===== src/design/mlta_pkg.sv =====
// mlta_pkg: shared types and constants for the mac learning table with aging
// depends on nothing; imported by every module of the block
`timescale 1ns / 1ps

package mlta_pkg;

	localparam int TABLE_ENTRIES = 256;
	localparam int PORT_COUNT    = 16;
	localparam int IDX_W         = $clog2(TABLE_ENTRIES);
	localparam int MAC_W         = 48;
	localparam int PORT_W        = 4;
	localparam int AGE_W         = 6;
	localparam int REMOVED_W     = 9;

	localparam logic [AGE_W-1:0] AGE_LIMIT_RESET = AGE_W'(30);

	// command codes
	typedef enum logic [1:0] {
		CMD_LOOKUP = 2'd0,
		CMD_INSERT = 2'd1,
		CMD_TICK   = 2'd2,
		CMD_NONE   = 2'd3
	} cmd_t;

	// request word
	typedef struct packed {
		cmd_t              command;
		logic [MAC_W-1:0]  mac_address;
		logic [PORT_W-1:0] port_number;
	} in_word_t;

	// result word
	typedef struct packed {
		logic                 hit;
		logic [PORT_W-1:0]    found_port;
		logic                 insert_dropped;
		logic [REMOVED_W-1:0] removed_count;
	} out_word_t;

	// one table row as held in the memory
	typedef struct packed {
		logic [MAC_W-1:0]  mac;
		logic [PORT_W-1:0] port;
		logic [AGE_W-1:0]  age;
	} entry_t;

	// controller to datapath
	typedef struct packed {
		logic load;
		logic scan;
		logic finish;
	} ctl_t;

	// datapath to controller
	typedef struct packed {
		logic last;
	} sts_t;

endpackage


===== src/design/mlta_ctrl.sv =====
// mlta_ctrl: sequencer that walks the table once per command
// depends on mlta_pkg
`timescale 1ns / 1ps

module mlta_ctrl
	import mlta_pkg::*;
(
	input  logic clk,
	input  logic arst_n,
	input  logic start,
	input  sts_t sts,
	output ctl_t ctl,
	output logic busy
);

	typedef enum logic [1:0] {
		ST_IDLE,
		ST_SCAN,
		ST_DRAIN,
		ST_FINISH
	} state_t;

	state_t state_q;
	logic   busy_q;

	// state and busy flag
	always_ff @(posedge clk or negedge arst_n) begin
		if (!arst_n) begin
			state_q <= ST_IDLE;
			busy_q  <= 1'b0;
		end else begin
			unique case (state_q)
				ST_IDLE: begin
					if (start) begin
						state_q <= ST_SCAN;
						busy_q  <= 1'b1;
					end
				end
				ST_SCAN: begin
					if (sts.last) begin
						state_q <= ST_DRAIN;
					end
				end
				ST_DRAIN: begin
					state_q <= ST_FINISH;
				end
				ST_FINISH: begin
					state_q <= ST_IDLE;
					busy_q  <= 1'b0;
				end
				default: begin
					state_q <= ST_IDLE;
					busy_q  <= 1'b0;
				end
			endcase
		end
	end

	// commands to the datapath
	always_comb begin
		ctl.load   = (state_q == ST_IDLE) && start;
		ctl.scan   = (state_q == ST_SCAN);
		ctl.finish = (state_q == ST_FINISH);
	end

	assign busy = busy_q;

	// busy follows the state
	assert property (@(posedge clk) disable iff (!arst_n)
		busy_q == (state_q != ST_IDLE))
		else $error("busy flag out of step with state");

	// a scan always ends by draining then finishing
	assert property (@(posedge clk) disable iff (!arst_n)
		(state_q == ST_DRAIN) |=> (state_q == ST_FINISH))
		else $error("drain not followed by finish");

	// a new word starts a scan
	assert property (@(posedge clk) disable iff (!arst_n)
		ctl.load |=> (state_q == ST_SCAN))
		else $error("accepted word did not start a scan");

endmodule


===== config.mk =====
export PLATFORM = sky130hd
export DESIGN_NAME = mlta_ctrl
export DESIGN_NICKNAME = d
export VERILOG_FILES = /design/src/design/mlta_pkg.sv /design/src/design/mlta_ctrl.sv
export SDC_FILE = /design/constraint.sdc
export NUM_CORES = 1
export LEC_CHECK = 0
export CORE_AREA = 2 2 39 41
export CTS_CLUSTER_SIZE = 25
export DETAILED_ROUTE_END_ITERATION = 8
export DIE_AREA = 0 0 41 43
export DONT_BUFFER_PORTS = 1
export PLACE_DENSITY = 0.38
export SYNTH_ARGS = -nofsm -noshare
export SYNTH_HDL_FRONTEND = slang
export SYNTH_SLANG_ARGS = --single-unit

===== constraint.sdc =====
create_clock -name clk -period 1.6 [get_ports clk]
set_clock_uncertainty 0.05 [all_clocks]
set_input_delay 0.24 -clock clk [delete_from_list [all_inputs] [get_ports clk]]
set_output_delay 0.24 -clock clk [all_outputs]
set_load 0.02 [all_outputs]

* After elaboration in Yosys (flattened, before gate mapping) *
Cells that the tools add are included.

word-level totals
  register bits = 3
  word-level logic and storage cells = 17
  input port bits = 4

operators by class
  reduce and logical (&&, ||, !) cells = 5
  equality and inequality tests = 5
  multiplexer cells = 5

operators by type and width
  cell                number
  $pmux 2 s4          1
  $eq 2x2->1 const B  2
  $mux 2              2
  $ne 2x2->1 const B  2
  $reduce_and 2->1    2
  $eq 2x1->1 const B  1
  $logic_not 2->1     1
  $pmux 1 s2          1
  $reduce_bool 2->1   1
  $logic_and 1x1->1   1
  $mux 1              1

* Longest topological paths before layout *
  depth after elaboration = 3
  depth in mapped cells = 5

* Worst setup path before layout *
OpenSTA, ideal clock, no wires.

  path kind = reg-to-reg
  from = register state_q[1]
  to = register state_q[1]
  path slack = 0.166 ns
  data arrival time = 1.259 ns
  data required time = 1.425 ns
  setup time = 0.125 ns
  path buffers = 0
  stages on the path, launching flop included = 6
  cell sequence = dfrtp_1 -> inv_1 -> ha_1 -> nor2b_4 -> nor2_2 -> mux2_4

RTL lines
  element                   line             text
  start: declaration        mlta_ctrl.sv:23  state_t state_q;
  start signal: assignment  mlta_ctrl.sv:29  state_q <= ST_IDLE;
  start signal: assignment  mlta_ctrl.sv:35  state_q <= ST_SCAN;
  start signal: assignment  mlta_ctrl.sv:41  state_q <= ST_DRAIN;

==> out/qor.txt <==
vias in the first global route: 177
Clk Latency, worst-skew pair: 0.23 ns
non-filler cells, final: 40
Clock Tree Buf Depth: 2
Reg2Reg Depth: 5
CORE AREA: 1384 um2
Mapped Nets: 26
GRT Util Overall: 0.06620
Slew @ Worst Pin: 0.2501 ns
Slew headroom: 0.8333
Min-Delay Path Class: input pin to flop
Final Core Density: 0.1998
# rows: 14
routed vias/inst: 3.800
commonest non-fill, non-tap cell in the layout: ha_1
post-synthesis cell type count: 11
first-pass GRT wire length: 696 um
PnR worst setup slack: 0.1302 ns
Sw Pwr: 0.0002437 W
Initial Util: 0.1537
Synth area leaders: dfrtp_1 35%, ha_1 24%, nor2b_4 13%, mux2_4 7.1%, o32a_2 5.3%
Ys Warns: 0
hold path cells: 3
Hold Path Sink: busy
Worst Path Max Fanout: 4
CTS clk-pin slew, worst paths: 0.04 ns
Final min period: 1.470 ns
Max Cap Viol: 0
Max Slew Vio Count: 0
Sw Share: 0.3920
TritonRoute pass-1 iters: 2
power share of the combinational group: 0.503
Num CTS Buffers: 3
Die X: 41 um
Top Ports: 8
cell taking the most area after synthesis: dfrtp_1
area grow syn2layout: 30.00%
Critical R2R Capture: state_q[1]
Pleak: 0.1320 nW
final worst-path cycle share: 0.9187
CTS tree: yes
Die Y: 43 um
final WL: 418 um
worst path arrival time: 1.18 ns
antenna cell count: 0
FF+latch count, synth: 3
most frequent cells in the layout: 4 x ha_1, 3 x dfrtp_1, 3 x clkbuf_4
Max Fclk: 0.6803 GHz
Worst VDD drop: 913.4 uV
Residual DRC: 0
share of the synthesized area in the top cell type: 0.3529
Seq/Total Area, Yosys: 0.3529
Final Hold Viols: 0
clock network fraction of design power: 0.211
power per cell area: 2248 nW/um2
initial antenna violation count: 0
reg2reg setup slack: 0.16 ns
Pint: 0.0003780 W
Reg2Reg Launch Point: state_q[0]
final setup fails: 0
DIE AREA: 1763 um2
DR vias: 152
# H-tree levels: 1
RSZ-0062 raised after global routing: false
Sum Neg Setup Slack: 0 ns
CP Capture Type: output pin
Startpoint Class: flop
IO buf count: 0
WL per Instance: 10.45 um
GPL Wtd Cong: 0.5682
WP data required: 1.31 ns
Initial DRC Count: 2
register share of total power: 0.286
layout cells sized above 1: 0.4167
status: complete, no violations
Detail Route Antenna Nets: 0
nets@finish: 33
cell total after placement: 35
Cells after Synth: 18
hold path startpoint: start
synthesized cell area: 212.7 um2
largest net degree at the start of global routing: 5
clock root cell: clkbuf_4
WS Path Type: flop to output pin
mean post-synth cell area: 11.82 um2
GRT overflow: 0
DP Worst Slack: 0.1655 ns
Clock Sinks: 3
## flip-flops by register name (all words and copies together), names as in the netlist
name     count
busy         1
state_q      2
## power groups by stage
stage | clock network [W] | registers (W) | logic, W
2_1_floorplan | 0 | 0.000166 | 0.000256
3_3_place_gp | 0 | 0.000177 | 0.000298
3_5_place_dp | 0 | 0.000179 | 0.000312
4_1_cts | 0.000137 | 0.000178 | 0.000318
5_1_grt | 0.000145 | 0.000187 | 0.000353
6_report | 0.000131 | 0.000178 | 0.000313
## synth_stat cells (all sizes together)
cell / instances
o32a: 1
inv: 2
and2: 1
mux2: 1
o21ai: 1
nand2: 1
nor2b: 2
nor2: 2
ha: 4
dfrtp: 3
## critical path, stage by stage (launching register included)
cell	delay (ns)
dfrtp_1	0.40
inv_1	0.08
ha_1	0.24
and2_2	0.23
## stage by stage
stage | area (um2) | total power [W] | hold slack, ns
detailed placement | 240.2 | 0.0004907 | -0.1055
CTS | 276.5 | 0.0006330 | 0.1750
global route | 276.5 | 0.0006851 | 0.1946
finish | 276.5 | 0.0006216 | 0.1727
floorplan | 212.7 | 0.0004224 | -0.1056
global placement | 240.2 | 0.0004755 | -0.1055
## final cells by class
class / count / area [um2]
fillers: 154 / 1107
flip-flops and latches: 3 / 75.07
well taps: 16 / 20.02
inverters: 2 / 7.507
repair buffers: 2 / 17.52
multi-input cells: 13 / 130.1
clock buffers: 4 / 26.28
## cells by family (layout without fill, tap and decap cells)
kind of cell               Yosys count  count (layout)  synth area share
and+or+nand+nor                      6               6            0.2294
adders and majority gates            4               4            0.2353
DFF                                  3               3            0.3529
AOI/OAI and AO/OA                    2               2           0.07644
buffers and inverters                2               8           0.03531
muxes                                1               1           0.07057
## metal layers
layer  part of all wire  vias to the layer above  global-route usage
met5                  0                        -                   0
met4              0.019                        0             0.06000
met3               0.18                        2             0.04712
met2               0.42                       11             0.08125
met1               0.38                       69             0.07051
li1                   -                       70                   -
## worst max-delay path by stage
stage / startpoint / to / cells past startpoint
after floorplan: state_q[1] / state_q[1] / 5
after global placement: state_q[0] / state_q[1] / 5
after detailed placement: state_q[0] / state_q[1] / 5
after CTS: state_q[0] / ctl[2] / 3
after global routing: state_q[0] / ctl[2] / 3
final: state_q[0] / ctl[2] / 3
## timing repair
action                                 in CTS  in global routing
gates resized for setup                     0                  0
buffers inserted                            0                  0
setup endpoints to repair                   0                  0
endpoints found under the hold margin       3                  0
hold buffers                                1                  0
Power figures use the tool's default switching activity.
